--- config.mk ---
export PLATFORM = sky130hd
export DESIGN_NAME = sliding_window_min_max
export DESIGN_NICKNAME = d
export VERILOG_FILES = /design/src/rtl/core/swmm_pkg.sv /design/src/rtl/core/swmm_ram.sv /design/src/rtl/core/swmm_dp.sv /design/src/rtl/core/swmm_ctrl.sv /design/src/rtl/core/sliding_window_min_max.sv
export SDC_FILE = /design/constraint.sdc
export NUM_CORES = 1
export LEC_CHECK = 0
export BUFFER_PORTS_ARGS = -buffer_cell sky130_fd_sc_hd__buf_2
export CAP_MARGIN = 20
export CORE_ASPECT_RATIO = 0.9
export CORE_MARGIN = 2
export CORE_UTILIZATION = 67
export CTS_CLUSTER_DIAMETER = 200
export CTS_CLUSTER_SIZE = 28
export DETAILED_ROUTE_END_ITERATION = 10
export PLACE_DENSITY = 0.84
export SLEW_MARGIN = 25
export SYNTH_ARGS = -nofsm -noshare
export SYNTH_HDL_FRONTEND = slang
export SYNTH_HIERARCHICAL = 1
export SYNTH_SLANG_ARGS = --single-unit
--- constraint.sdc ---
create_clock -name clk -period 5.9 [get_ports clk]
set_clock_uncertainty 0.1 [all_clocks]
set_input_delay 0 -clock clk [delete_from_list [all_inputs] [get_ports clk]]
set_output_delay 0 -clock clk [all_outputs]
set_load 0.01 [all_outputs]
--- src/rtl/core/swmm_pkg.sv ---
// Shared constants and controller/datapath interface types for the window min/max block.
package swmm_pkg;

  // Window geometry
  localparam int WINDOW   = 64;
  localparam int ADDR_W   = $clog2(WINDOW);
  localparam int CNT_W    = $clog2(WINDOW + 1);
  localparam int SAMPLE_W = 10;

  // Start value of the running minimum (all ones over the sample width)
  localparam logic [SAMPLE_W-1:0] MIN_START = {SAMPLE_W{1'b1}};

  // Commands from the controller to the datapath
  typedef struct packed {
    logic wr;      // store the accepted sample and start a new scan
    logic scan;    // scan in progress
    logic ld_out;  // load the result into the output register
  } cmd_t;

  // Status from the datapath to the controller
  typedef struct packed {
    logic done;    // scan finished, min and max complete
  } sts_t;

endpackage

--- src/rtl/core/swmm_ram.sv ---
// Generic single-write, single-read RAM with registered read data.
module swmm_ram #(
  parameter int WIDTH = 8,
  parameter int DEPTH = 16
) (
  input  logic                     clk,
  input  logic                     we,
  input  logic [$clog2(DEPTH)-1:0] waddr,
  input  logic [WIDTH-1:0]         wdata,
  input  logic                     re,
  input  logic [$clog2(DEPTH)-1:0] raddr,
  output logic [WIDTH-1:0]         rdata
);

  logic [WIDTH-1:0] mem [DEPTH];
  logic [WIDTH-1:0] rdata_r;

  // Write port
  always_ff @(posedge clk) begin
    if (we) begin
      mem[waddr] <= wdata;
    end
  end

  // Registered read port
  always_ff @(posedge clk) begin
    if (re) begin
      rdata_r <= mem[raddr];
    end
  end

  assign rdata = rdata_r;

endmodule

--- src/rtl/core/swmm_dp.sv ---
// Datapath: sample ring, entry valid bits, scan counter, min/max accumulators, result register.
module swmm_dp (
  input  logic                                 clk,
  input  logic                                 rst_n,
  input  swmm_pkg::cmd_t                       cmd,
  input  logic [swmm_pkg::SAMPLE_W-1:0]        sample,
  output swmm_pkg::sts_t                       sts,
  output logic [swmm_pkg::SAMPLE_W-1:0]        window_min,
  output logic [swmm_pkg::SAMPLE_W-1:0]        window_max
);
  import swmm_pkg::*;

  logic [ADDR_W-1:0]   wpos_r, wpos_nxt;
  logic [WINDOW-1:0]   vld_r, vld_nxt;
  logic [CNT_W-1:0]    cnt_r, cnt_nxt;
  logic                pend_r, pend_nxt;
  logic                ent_ok_r, ent_ok_nxt;
  logic [SAMPLE_W-1:0] lo_r, lo_nxt;
  logic [SAMPLE_W-1:0] hi_r, hi_nxt;
  logic [SAMPLE_W-1:0] min_r, max_r;
  logic                rd_en;
  logic [SAMPLE_W-1:0] ram_q;
  logic [SAMPLE_W-1:0] ent;

  // Read one entry per cycle while the scan runs
  assign rd_en = cmd.scan && (cnt_r < CNT_W'(WINDOW));

  swmm_ram #(
    .WIDTH (SAMPLE_W),
    .DEPTH (WINDOW)
  ) u_ring (
    .clk   (clk),
    .we    (cmd.wr),
    .waddr (wpos_r),
    .wdata (sample),
    .re    (rd_en),
    .raddr (cnt_r[ADDR_W-1:0]),
    .rdata (ram_q)
  );

  // Entries never written read as zero
  assign ent = ent_ok_r ? ram_q : '0;

  // Next-state logic for write pointer, valid bits, scan and accumulators
  always_comb begin
    wpos_nxt   = wpos_r;
    vld_nxt    = vld_r;
    cnt_nxt    = cnt_r;
    lo_nxt     = lo_r;
    hi_nxt     = hi_r;
    pend_nxt   = rd_en;
    ent_ok_nxt = vld_r[cnt_r[ADDR_W-1:0]];
    if (cmd.wr) begin
      vld_nxt[wpos_r] = 1'b1;
      wpos_nxt = (wpos_r == ADDR_W'(WINDOW - 1)) ? '0 : wpos_r + 1'b1;
      cnt_nxt  = '0;
      lo_nxt   = MIN_START;
      hi_nxt   = '0;
    end else begin
      if (rd_en) begin
        cnt_nxt = cnt_r + 1'b1;
      end
      if (pend_r) begin
        if (ent < lo_r) lo_nxt = ent;
        if (ent > hi_r) hi_nxt = ent;
      end
    end
  end

  always_ff @(posedge clk) begin
    if (!rst_n) begin
      wpos_r   <= '0;
      vld_r    <= '0;
      cnt_r    <= CNT_W'(WINDOW);
      pend_r   <= 1'b0;
      ent_ok_r <= 1'b0;
      lo_r     <= '0;
      hi_r     <= '0;
    end else begin
      wpos_r   <= wpos_nxt;
      vld_r    <= vld_nxt;
      cnt_r    <= cnt_nxt;
      pend_r   <= pend_nxt;
      ent_ok_r <= ent_ok_nxt;
      lo_r     <= lo_nxt;
      hi_r     <= hi_nxt;
    end
  end

  // Result register
  always_ff @(posedge clk) begin
    if (cmd.ld_out) begin
      min_r <= lo_r;
      max_r <= hi_r;
    end
  end

  assign sts.done   = (cnt_r == CNT_W'(WINDOW)) && !pend_r;
  assign window_min = min_r;
  assign window_max = max_r;

  // Completed scan never leaves min above max
  a_min_le_max: assert property (@(posedge clk) disable iff (!rst_n)
    sts.done |-> (lo_r <= hi_r))
    else $error("scan result has min above max");

  // A store always marks its entry valid
  a_store_marks: assert property (@(posedge clk) disable iff (!rst_n)
    cmd.wr |=> vld_r[$past(wpos_r)])
    else $error("stored entry not marked valid");

endmodule

--- src/rtl/core/swmm_ctrl.sv ---
// Controller: sequences accept, scan and result hand-off; owns the output valid flag.
module swmm_ctrl (
  input  logic           clk,
  input  logic           rst_n,
  input  logic           in_tvalid,
  output logic           in_tready,
  output logic           out_tvalid,
  input  logic           out_tready,
  input  swmm_pkg::sts_t sts,
  output swmm_pkg::cmd_t cmd
);
  import swmm_pkg::*;

  typedef enum logic [2:0] {
    S_IDLE = 3'b001,
    S_SCAN = 3'b010,
    S_HOLD = 3'b100
  } state_t;

  state_t state_r, state_nxt;
  logic   out_vld_r, out_vld_nxt;
  logic   out_free;

  assign out_free  = !out_vld_r || out_tready;
  assign in_tready = (state_r == S_IDLE);

  // State transitions and commands
  always_comb begin
    state_nxt  = state_r;
    cmd.wr     = 1'b0;
    cmd.scan   = 1'b0;
    cmd.ld_out = 1'b0;
    case (state_r)
      S_IDLE: begin
        if (in_tvalid) begin
          cmd.wr    = 1'b1;
          state_nxt = S_SCAN;
        end
      end
      S_SCAN: begin
        cmd.scan = 1'b1;
        if (sts.done) begin
          if (out_free) begin
            cmd.ld_out = 1'b1;
            state_nxt  = S_IDLE;
          end else begin
            state_nxt = S_HOLD;
          end
        end
      end
      S_HOLD: begin
        if (out_free) begin
          cmd.ld_out = 1'b1;
          state_nxt  = S_IDLE;
        end
      end
      default: begin
        state_nxt = S_IDLE;
      end
    endcase
  end

  // Output valid: set on load, cleared on transfer
  always_comb begin
    out_vld_nxt = out_vld_r;
    if (cmd.ld_out) begin
      out_vld_nxt = 1'b1;
    end else if (out_tready) begin
      out_vld_nxt = 1'b0;
    end
  end

  always_ff @(posedge clk) begin
    if (!rst_n) begin
      state_r   <= S_IDLE;
      out_vld_r <= 1'b0;
    end else begin
      state_r   <= state_nxt;
      out_vld_r <= out_vld_nxt;
    end
  end

  assign out_tvalid = out_vld_r;

  // An accepted sample always starts a scan
  a_accept_scan: assert property (@(posedge clk) disable iff (!rst_n)
    (in_tvalid && in_tready) |=> (state_r == S_SCAN))
    else $error("accepted sample did not start a scan");

  // A finished result waits while the output register is stalled
  a_hold_stall: assert property (@(posedge clk) disable iff (!rst_n)
    (state_r == S_HOLD && out_vld_r && !out_tready) |=> (state_r == S_HOLD))
    else $error("result left hold while output stalled");

  // Result load only after a complete scan
  a_load_done: assert property (@(posedge clk) disable iff (!rst_n)
    cmd.ld_out |-> sts.done)
    else $error("result loaded before scan finished");

endmodule

--- src/rtl/core/sliding_window_min_max.sv ---
// An input transfer starts a scan that reads one ring entry per cycle through the single
// read port of the sample RAM into the min/max accumulators; the result is then loaded
// into the output register once it is free; no new sample is taken before that load.
// A new sample is taken while the previous result still waits in the output register.
// Reset (rst_n low, synchronous) clears the entry valid bits and write position, so the
// ring reads as all zeros; no clearing pass is needed and the block is ready at once.
module sliding_window_min_max (
  input  logic        clk,
  input  logic        rst_n,
  input  logic        in_tvalid,
  output logic        in_tready,
  input  logic [15:0] in_tdata,   // [9:0] sample, [15:10] ignored
  output logic        out_tvalid,
  input  logic        out_tready,
  output logic [23:0] out_tdata   // [9:0] window_min, [19:10] window_max, [23:20] zero
);
  import swmm_pkg::*;

  cmd_t                cmd;
  sts_t                sts;
  logic [SAMPLE_W-1:0] window_min;
  logic [SAMPLE_W-1:0] window_max;

  swmm_ctrl u_ctrl (
    .clk        (clk),
    .rst_n      (rst_n),
    .in_tvalid  (in_tvalid),
    .in_tready  (in_tready),
    .out_tvalid (out_tvalid),
    .out_tready (out_tready),
    .sts        (sts),
    .cmd        (cmd)
  );

  swmm_dp u_dp (
    .clk        (clk),
    .rst_n      (rst_n),
    .cmd        (cmd),
    .sample     (in_tdata[SAMPLE_W-1:0]),
    .sts        (sts),
    .window_min (window_min),
    .window_max (window_max)
  );

  assign out_tdata = {4'b0, window_max, window_min};

endmodule

==> impl_results.md, run 1 <==
* Worst-path fanout max at 42
* Startpoint Class: register
* Syn_area_per_cell at 18.5 um2
* 1st-iter DRT viols at 2,135
* IO Pins at 46
* Clock insertion delay at the later pin of the skew report at 0.63 ns
* Post-synthesis async set-or-reset flop share at 0
* Peak VDD IR at 0.000280 V
* Fraction of layout cells with a size suffix above 1 at 0.195
* Initial core utilization at 0.678
* GRT Util Overall at 0.279
* Post-DR wirelength/cell at 28.8 um
* Fmax at 278 MHz
* Hold crit path type: input port to register
* CP Capture Type: register
* Post-synth EDFFs at 670
* DR vias at 16,000
* Mapped Area at 0.0307 mm2
* Die X at 230 um
* Dpl cells at 2,229
* Number of global-route vias before repair at 15,700
* Hold Path Sink: u_ctrl/out_tvalid
* Die H at 207 um
* Final setup violation count at 0
* Min Hold Slack at 0.153 ns
* Rel. slew slack at 0.255
* LEAKAGE at 9.57 nW
* Reg-to-reg slack, setup at 2.30 ns
* Netlist cell types at 63
* Run status: complete, no violations
* Post-synth top flop: edfxtp_1
* Final hold violation count at 0
* Area after DPL at 0.0314 mm2
* Critical path class: register to register
* Hold Path Depth at 4
* CTS tree: built
* Core Area at 0.0453 mm2
* Crit path arrival time at 3.99 ns
* Final wirelength at 65,900 um
* DRT antenna net count at 0
* Clk slew on worst S/H paths at 0.11 ns
* Cells after Synth at 1,662
* Post-layout util at 0.716
* H-tree levels at 1
* Router iterations before antenna repair at 5
* Setup tns final at 0 ns
* Cell count of the worst reg-to-reg path at 6
* Max Root-Sink Buffers at 3
* RSZ-0062 raised after global routing: false
* Min Tclk post-route at 3.60 ns
* Final routed DRC violation total at 0
* Worst-margin pin slew at 1.11 ns
* Commonest non-fill, non-tap cells in the layout: edfxtp_1, mux4_2, dfxtp_1
* Worst Path Required at 6.30 ns
* Placer Congestion at 0.813
* HPWL after DPL at 38,900 um
* Die area at 0.0475 mm2
* Num rows at 74
* Initial antenna violation count at 0
* Antenna Cells at 0
* Root Buffer: clkbuf_16
* Fillers at 2,560
* Non-filler cells, final at 2,288
* Fin crit share at 0.609
* Area Growth Syn to Fin at 5.63%
* CTS Buf Count at 31
* Post-synthesis sequential area ratio at 0.723
* Worst Min Path Start: out_tready
* Final nets at 1,706
* Tot Pwr at 8.72 mW
* Vias per cell at 7.00
* Post-place setup slack at 2.51 ns
* Largest net degree at the start of global routing at 92
* Setup ws final at 2.30 ns
* First-pass GRT wire length at 98,800 um
* Syn. warnings at 6
* Most common cell after layout, fill and taps aside: edfxtp_1
* RR Startpoint: u_dp/cnt_r[2]
* Synthesis-stage register bit count at 773
* Post-cts resize count at 0
* IO Port Bufs at 35
* Global route overflow at 0
* Max-cap violation count at 0
* Worst r2r dst: u_dp/u_ring/rdata[0]
* Post-route cell area at 0.0324 mm2
* Power per cell area at 269 mW/mm2
* Slew Limit Fails at 0
* Total clock sinks at 773
==> power by group <==
part           leakage, nW  switching [mW]  internal, mW  total (mW)
clock                0.404            1.54         0.980        2.52
combinational         2.30           0.162        0.0730       0.235
sequential            6.87          0.0190          5.95        5.97
==> synthesized netlist by cell type (all sizes together), types with 8 or more instances <==
master	number	area share
o22ai	17	0.0035
inv	22	0.0027
mux2	12	0.0050
mux4	173	0.13
nand2b	14	0.0029
nand2	24	0.0030
dfxtp	103	0.067
edfxtp	670	0.66
a211oi	11	0.0027
nor3	8	0.0013
o21ai	22	0.0036
a22oi	10	0.0024
nor2b	85	0.017
and2	16	0.0036
buf	49	0.011
clkbuf	49	0.0060
o221a	10	0.0037
a21oi	82	0.014
nor2	88	0.011
mux2i	64	0.021
ha	18	0.0073
nand3	22	0.0036
==> sequential cells by signal, summed over array words and instances (netlist names) <==
register           count
u_dp/cnt_r             7
u_dp/ent_ok_r          1
u_dp/window_max       10
u_dp/vld_r            64
u_dp/window_min       10
u_ctrl/out_tvalid      1
u_dp/hi_r             10
u_dp/lo_r             10
u_dp/u_ring/rdata     10
u_dp/u_ring/mem      640
u_dp/pend_r            1
u_dp/wpos_r            6
u_ctrl/state_r         3
==> area by class of cell <==
cell class	count	area [um2]	area share
sequential	773	22200	0.685
multi-input combinational	772	8010	0.247
clock buffer	44	825	0.0254
tap	608	761	0.0235
timing repair buffer	68	531	0.0164
inverter	22	82.6	0.00255
clock inverter	1	16.3	0.000502
==> worst max path at each step <==
stage | from | endpoint | slack [ns] | cells after the start
2_1_floorplan | u_ctrl/state_r[0] | u_dp/u_ring/mem[48][0] | 3.44 | 4
3_3_place_gp | u_dp/cnt_r[0] | u_dp/ent_ok_r | 2.46 | 7
3_5_place_dp | u_dp/cnt_r[0] | u_dp/window_min[7] | 2.51 | 8
4_1_cts | u_dp/cnt_r[2] | u_dp/u_ring/rdata[0] | 2.47 | 6
5_1_grt | u_dp/cnt_r[0] | u_dp/ent_ok_r | 2.27 | 7
6_report | u_dp/cnt_r[2] | u_dp/u_ring/rdata[0] | 2.30 | 6
==> metal layers <==
metal,GRT usage,routed length [um],share of wire
met1,0.412,24900,0.38
met4,0.0864,2170,0.033
met5,0,0,0
met3,0.0388,6480,0.098
met2,0.444,32300,0.49
==> cell families (layout without fill, tap and decap cells) <==
kind of cell / count (synthesis) / count (layout) / share of synthesized area
flip-flops: 773 / 773 / 0.723
AND/OR/NAND/NOR: 294 / 294 / 0.0512
XOR/XNOR: 8 / 8 / 0.00228
multiplexers: 249 / 249 / 0.153
adder cells (fa/ha/maj): 18 / 18 / 0.00734
other: 1 / 4 / 0.000122
buffers and inverters: 120 / 135 / 0.0194
AO/OA/AOI/OAI: 199 / 199 / 0.0440
==> worst max-delay path, stage by stage, from the launching register on <==
cell      delay, ns
dfxtp_4        0.77
buf_4          0.72
buf_4          0.44
nand2b_1       0.33
o22ai_1        0.19
a211oi_1       0.63
a22o_1         0.23
==> timing repair <==
action                    in CTS  in global routing
hold endpoints to repair     179                512
hold buffers                   6                  8
setup buffers                  0                  0
No activity file was read; power rests on OpenSTA's default activity.
==> inputs of run 2 (changes only) <==
--- a/config.mk
+++ b/config.mk
@@ -9,11 +9,11 @@
 export CAP_MARGIN = 20
 export CORE_ASPECT_RATIO = 0.9
 export CORE_MARGIN = 2
-export CORE_UTILIZATION = 67
+export CORE_UTILIZATION = 56
 export CTS_CLUSTER_DIAMETER = 200
 export CTS_CLUSTER_SIZE = 28
 export DETAILED_ROUTE_END_ITERATION = 10
-export PLACE_DENSITY = 0.84
+export PLACE_DENSITY = 0.75
 export SLEW_MARGIN = 25
 export SYNTH_ARGS = -nofsm -noshare
 export SYNTH_HDL_FRONTEND = slang
==> constraint.sdc (replaced) <==
create_clock -name clk -period 3.25 [get_ports clk]
set_clock_uncertainty 0.1 [all_clocks]
set_input_delay 0 -clock clk [delete_from_list [all_inputs] [get_ports clk]]
set_output_delay 0 -clock clk [all_outputs]
set_load 0.01 [all_outputs]
==> run 2 against run 1 <==
Cell count increased by 8.7%. Count of clock-buffer cells in the layout is the same. Critical path type unchanged. Die area grew 19%. Critical path depth unchanged. Routed wire length is 1.9% lower.
==> impl_results.md, run 2 (synthesized netlist as in run 1, its figures left out) <==
* Sequential Power Share at 0.685 (was 0.684)
* Worst Path Buf+Inv at 1 (was 2)
* Clk network pwr share at 0.287 (was 0.289)
* Setup tns final at 0 ns (unchanged)
* IO Port Bufs at 35 (unchanged)
* Hold crit path type: input port to register (unchanged)
* Fraction of layout cells with a size suffix above 1 at 0.224 (was 0.195)
* Max-cap violation count at 0 (unchanged)
* Clk slew on worst S/H paths at 0.11 ns (about the same)
* IO Pins at 46 (unchanged)
* First-pass GRT wire length at 97,000 um (was 98,800 um)
* Startpoint Class: register (unchanged)
* Number of global-route vias before repair at 15,300 (was 15,700)
* Non-filler cells, final at 2,486 (was 2,288)
* H-tree levels at 1 (unchanged)
* Die area at 0.0567 mm2 (was 0.0475 mm2)
* Antenna Cells at 0 (unchanged)
* Post-DR wirelength/cell at 26.0 um (was 28.8 um)
* Dpl cells at 2,427 (was 2,229)
* Worst Path Required at 3.54 ns (was 6.30 ns)
* Peak VDD IR at 0.000450 V (was 0.000280 V)
* HPWL after DPL at 40,500 um (was 38,900 um)
* Crit path arrival time at 3.17 ns (was 3.99 ns)
* Slowest cell delay on critical path at 0.70 ns (was 0.77 ns)
* Clock insertion delay at the later pin of the skew report at 0.63 ns (about the same)
* Die X at 251 um (was 230 um)
* Placer Congestion at 0.859 (was 0.813)
* CTS Buf Count at 31 (unchanged)
* Area Growth Syn to Fin at 8.35% (was 5.63%)
* Worst-margin pin slew at 1.01 ns (was 1.11 ns)
* Final hold violation count at 0 (unchanged)
* Min Tclk post-route at 2.88 ns (was 3.60 ns)
* Worst-path fanout max at 24 (was 42)
* Root Buffer: clkbuf_16 (unchanged)
* CP Cell Sequence: buf_12, mux4_2, nor2b_1, a2111oi_2, a221oi_1, a22o_1 (was buf_4, buf_4, nand2b_1, o22ai_1, a211oi_1, a22o_1)
* Logic pwr share at 0.028 (was 0.027)
* LEAKAGE at 10.1 nW (was 9.57 nW)
* Num rows at 81 (was 74)
* Setup ws final at 0.373 ns (was 2.30 ns)
* Final setup violation count at 0 (unchanged)
* Post-place setup slack at 0.354 ns (was 2.51 ns)
* RSZ-0062 raised after global routing: false (unchanged)
* Post-CTS Setup Inserts at 0 (unchanged)
* CP Capture Type: register (unchanged)
* Fillers at 3,771 (was 2,560)
* Critical path class: register to register (unchanged)
* Top reg by flops: u_dp/u_ring/mem (unchanged)
* Slowest CP cell: dfxtp_4 (unchanged)
* DR vias at 15,700 (was 16,000)
* Final routed DRC violation total at 0 (unchanged)
* Largest net degree at the start of global routing at 65 (was 92)
* Rel. slew slack at 0.324 (was 0.255)
* Top flop regs: u_dp/u_ring/mem (640), u_dp/vld_r (64) (unchanged)
* Slew Limit Fails at 0 (unchanged)
* Final nets at 1,807 (was 1,706)
* Final wirelength at 64,700 um (was 65,900 um)
* DRT antenna net count at 0 (unchanged)
* Total clock sinks at 773 (unchanged)
* Most common cell after layout, fill and taps aside: edfxtp_1 (unchanged)
* Router iterations before antenna repair at 5 (unchanged)
* Initial core utilization at 0.566 (was 0.678)
* Die H at 226 um (was 207 um)
* Power per cell area at 475 mW/mm2 (was 269 mW/mm2)
* Commonest non-fill, non-tap cells in the layout: edfxtp_1, mux4_2, buf_4 (was edfxtp_1, mux4_2, dfxtp_1)
* Run status: complete, no violations (unchanged)
* Core Area at 0.0542 mm2 (was 0.0453 mm2)
* Top delay family on crit path: compound AO/OA/AOI/OAI gates (was buffers and inverters)
* Global route overflow at 0 (unchanged)
* 1st-iter DRT viols at 1,914 (was 2,135)
* Switching share of power at 0.195 (was 0.197)
* Fin crit share at 0.885 (was 0.609)
* Internal power at 12.7 mW (was 7.00 mW)
* Largest register FFs at 640 (unchanged)
* Max Root-Sink Buffers at 3 (unchanged)
* GRT Util Overall at 0.231 (was 0.279)
* Fmax at 348 MHz (was 278 MHz)
* Initial antenna violation count at 1 (was 0)
* Switching pwr at 3.09 mW (was 1.72 mW)
* Vias per cell at 6.33 (was 7.00)
* CTS tree: built (unchanged)
## run 2: path summary, 6_finish.rpt
check	start	slack (ns)	to	cells past startpoint
hold reg to reg	u_dp/hi_r[7]	0.37	u_dp/window_max[7]	0
setup reg to reg	u_dp/cnt_r[0]	0.37	u_dp/u_ring/rdata[1]	6
setup / recovery	u_dp/cnt_r[0]	0.37	u_dp/u_ring/rdata[1]	6
hold / removal	out_tready	0.15	u_ctrl/out_tvalid	4
## run 2: worst min-delay path, delay by kind of cell
kind | cells | cell delay [ns]
buffers and inverters | 2 | 0.62
AO/OA/AOI/OAI | 1 | 0.17
AND/OR/NAND/NOR | 1 | 0.04
## run 2: layout make-up
cell class	instances	area (um2)	share of cell area
clock inverter	1	16.3	0.000489
inverter	22	82.6	0.00248
clock buffer	44	825	0.0248
sequential	773	22200	0.667
tap	705	882	0.0265
multi-input combinational	772	7930	0.238
timing repair buffer	169	1320	0.0397
## run 2: through the flow
step	cell area [um2]	utilization	power, mW	hold WS (ns)
6_report	33300	0.613	15.8	0.149
5_1_grt	33300	0.613	16.3	0.159
4_1_cts	33200	0.613	15.9	0.0895
3_5_place_dp	32300	0.595	11.5	0.249
3_3_place_gp	32300	0.595	11.5	0.227
2_1_floorplan	30700	-	11.2	-0.00113
## run 2: layer usage
| metal | GRT usage | vias up | routed length (um) | share of wire |
|---|---|---|---|---|
| li1 | - | 6807 | - | - |
| met1 | 0.341 | 8133 | 27100 | 0.42 |
| met2 | 0.367 | 704 | 30600 | 0.47 |
| met3 | 0.0304 | 100 | 5030 | 0.078 |
| met4 | 0.0661 | 0 | 1940 | 0.030 |
| met5 | 0 | - | 0 | 0 |
## run 2: timing repair
item                      4_1_cts  5_1_grt
gates resized for setup         0        0
hold endpoints to repair      442      192
hold buffers                   11        3
## run 2: power by group through the flow
stage	Sequential [mW]	Combinational (mW)	Clock [mW]
floorplan	11.0	0.203	0
global placement	11.1	0.403	0
detailed placement	11.1	0.428	0
CTS	10.8	0.439	4.62
global route	10.8	0.482	4.95
finish	10.8	0.442	4.53
==> inputs of run 3 (changes only) <==
--- a/config.mk
+++ b/config.mk
@@ -5,12 +5,11 @@
 export SDC_FILE = /design/constraint.sdc
 export NUM_CORES = 1
 export LEC_CHECK = 0
-export BUFFER_PORTS_ARGS = -buffer_cell sky130_fd_sc_hd__buf_2
+export BUFFER_PORTS_ARGS = -buffer_cell sky130_fd_sc_hd__clkbuf_2
 export CAP_MARGIN = 20
 export CORE_ASPECT_RATIO = 0.9
 export CORE_MARGIN = 2
 export CORE_UTILIZATION = 56
-export CTS_CLUSTER_DIAMETER = 200
 export CTS_CLUSTER_SIZE = 28
 export DETAILED_ROUTE_END_ITERATION = 10
 export PLACE_DENSITY = 0.75
==> run 3 against run 2 <==
The run now ends with negative hold slack left. Sequential power about the same. Cell area increased by 4.6%. Flip-flop and latch count stayed put. Critical path depth rose by 1. Via count is 3.3% higher.
==> impl_results.md, run 3 (synthesized netlist as in run 1, its figures left out) <==
* Core Area at 0.0542 mm2 (unchanged)
* Area after DPL at 0.0323 mm2 (about the same)
* Final routed DRC violation total at 0 (unchanged)
* Die area at 0.0567 mm2 (unchanged)
* Final hold violation count at 17 (was 0)
* Worst Path Required at 3.53 ns (was 3.54 ns)
* Power per cell area at 565 mW/mm2 (was 475 mW/mm2)
* Min Tclk post-route at 2.94 ns (was 2.88 ns)
* Initial core utilization at 0.566 (unchanged)
* Post-place setup slack at 0.102 ns (was 0.354 ns)
* Number of global-route vias before repair at 16,000 (was 15,300)
* Clock insertion delay at the later pin of the skew report at 0.62 ns (was 0.63 ns)
* DR vias at 16,300 (was 15,700)
* Antenna Cells at 0 (unchanged)
* Setup tns final at 0 ns (unchanged)
* Tot Pwr at 19.7 mW (was 15.8 mW)
* Peak VDD IR at 0.000592 V (was 0.000450 V)
* H-tree levels at 3 (was 1)
* Total clock sinks at 773 (unchanged)
* Die H at 226 um (unchanged)
* Clk slew on worst S/H paths at 0.06 ns (was 0.11 ns)
* Rel. slew slack at 0.326 (was 0.324)
* Crit path arrival time at 3.22 ns (was 3.17 ns)
* Setup ws final at 0.309 ns (was 0.373 ns)
* Max Root-Sink Buffers at 3 (unchanged)
* Top reg by flops: u_dp/u_ring/mem (unchanged)
* HPWL after DPL at 41,700 um (was 40,500 um)
* Dpl cells at 2,436 (was 2,427)
* Largest net degree at the start of global routing at 65 (unchanged)
* Global route overflow at 0 (unchanged)
* Critical path class: register to register (unchanged)
* CTS tree: built (unchanged)
* Top flop regs: u_dp/u_ring/mem (640), u_dp/vld_r (64) (unchanged)
* Hold crit path type: input port to register (unchanged)
* Fin crit share at 0.905 (was 0.885)
* Post-route cell area at 0.0348 mm2 (was 0.0333 mm2)
* Placer Congestion at 0.919 (was 0.859)
* Vias per cell at 6.32 (was 6.33)
* Root Buffer: clkbuf_16 (unchanged)
* 1st-iter DRT viols at 1,710 (was 1,914)
* Final nets at 1,854 (was 1,807)
* CP Capture Type: register (unchanged)
* LEAKAGE at 10.9 nW (was 10.1 nW)
* Post-DR wirelength/cell at 26.3 um (was 26.0 um)
* Num rows at 81 (unchanged)
* Fmax at 340 MHz (was 348 MHz)
* First-pass GRT wire length at 100,000 um (was 97,000 um)
* Run status: complete, but fails checks (was complete, no violations)
* RSZ-0062 raised after global routing: false (unchanged)
* Area Growth Syn to Fin at 13.3% (was 8.35%)
* Most common cell after layout, fill and taps aside: edfxtp_1 (unchanged)
* Fraction of layout cells with a size suffix above 1 at 0.256 (was 0.224)
* Non-filler cells, final at 2,576 (was 2,486)
* Router iterations before antenna repair at 5 (unchanged)
* Final wirelength at 67,700 um (was 64,700 um)
* Initial antenna violation count at 2 (was 1)
* Post-layout util at 0.641 (was 0.613)
* Largest register FFs at 640 (unchanged)
* Die X at 251 um (unchanged)
* Startpoint Class: register (unchanged)
* IO Pins at 46 (unchanged)
* DRT antenna net count at 0 (unchanged)
* IO Port Bufs at 35 (unchanged)
* Final setup violation count at 0 (unchanged)
* Slew Limit Fails at 0 (unchanged)
* CTS Buf Count at 75 (was 31)
* Commonest non-fill, non-tap cells in the layout: edfxtp_1, mux4_2, buf_4 (unchanged)
* Failing checks: negative hold slack
* GRT Util Overall at 0.243 (was 0.231)
* Worst-path fanout max at 15 (was 24)
* Fillers at 3,568 (was 3,771)
* Min Hold Slack at -0.0104 ns (was 0.149 ns)
* Max-cap violation count at 0 (unchanged)
* Worst-margin pin slew at 1.01 ns (about the same)
run 3: changes by cell type in the layout (fill, tap and decap cells not counted), sizes merged:
cell | before | now
buf | 155 | 133
clkinv | 1 | 23
clkinvlp | 0 | 3
bufinv | 0 | 5
clkbuf | 44 | 131
inv | 22 | 24
dlygate4sd3 | 14 | 7
run 3: what timing repair did:
| action | 4_1_cts | 5_1_grt |
|---|---|---|
| buffers inserted | 0 | 1 |
| gates resized for setup | 0 | 0 |
| endpoints found under the hold margin | 76 | 44 |
| hold buffers | 6 | 1 |
| setup endpoints to repair | 0 | 1 |
run 3: worst max-delay path, stage by stage, from the launching register on:
cell and delay, ns:
dfxtp_4 0.57, buf_4 0.36, mux4_2 0.53, nor2b_1 0.15, a2111oi_2 0.49, buf_4 0.19, a221oi_1 0.04, a22o_1 0.25
run 3: path summary, 6_finish.rpt:
| check | start | end | slack [ns] | cells after the start |
|---|---|---|---|---|
| min reg2reg | u_dp/lo_r[7] | u_dp/window_min[7] | 0.36 | 0 |
| max | u_dp/cnt_r[0] | u_dp/u_ring/rdata[9] | 0.31 | 7 |
| max reg2reg | u_dp/cnt_r[0] | u_dp/u_ring/rdata[9] | 0.31 | 7 |
| min | in_tdata[1] | u_dp/u_ring/mem[8][1] | -0.01 | 1 |
run 3: final cells by class:
cell class | instances | area, um2 | area share
Multi-Input combinational cell | 772 | 7930 | 0.228
Tap cell | 705 | 882 | 0.0254
Timing Repair Buffer | 172 | 1340 | 0.0385
Clock inverter | 33 | 325 | 0.00935
Clock buffer | 99 | 2030 | 0.0583
Inverter | 22 | 82.6 | 0.00237
Sequential cell | 773 | 22200 | 0.638
run 3: metal layers:
| layer | global-route usage | routed length (um) |
|---|---|---|
| met5 | 0 | 8 |
| met2 | 0.373 | 31300 |
| met4 | 0.0838 | 2290 |
| met1 | 0.340 | 26600 |
| met3 | 0.0675 | 7480 |
run 3: where the power goes:
| part | switching, mW | total (mW) | leakage, nW | internal [mW] |
|---|---|---|---|---|
| Combinational | 0.303 | 0.442 | 2.86 | 0.139 |
| Sequential | 0.0316 | 10.8 | 6.87 | 10.8 |
| Clock | 3.57 | 8.37 | 1.14 | 4.80 |
| Total | 3.91 | 19.7 | 10.9 | 15.8 |
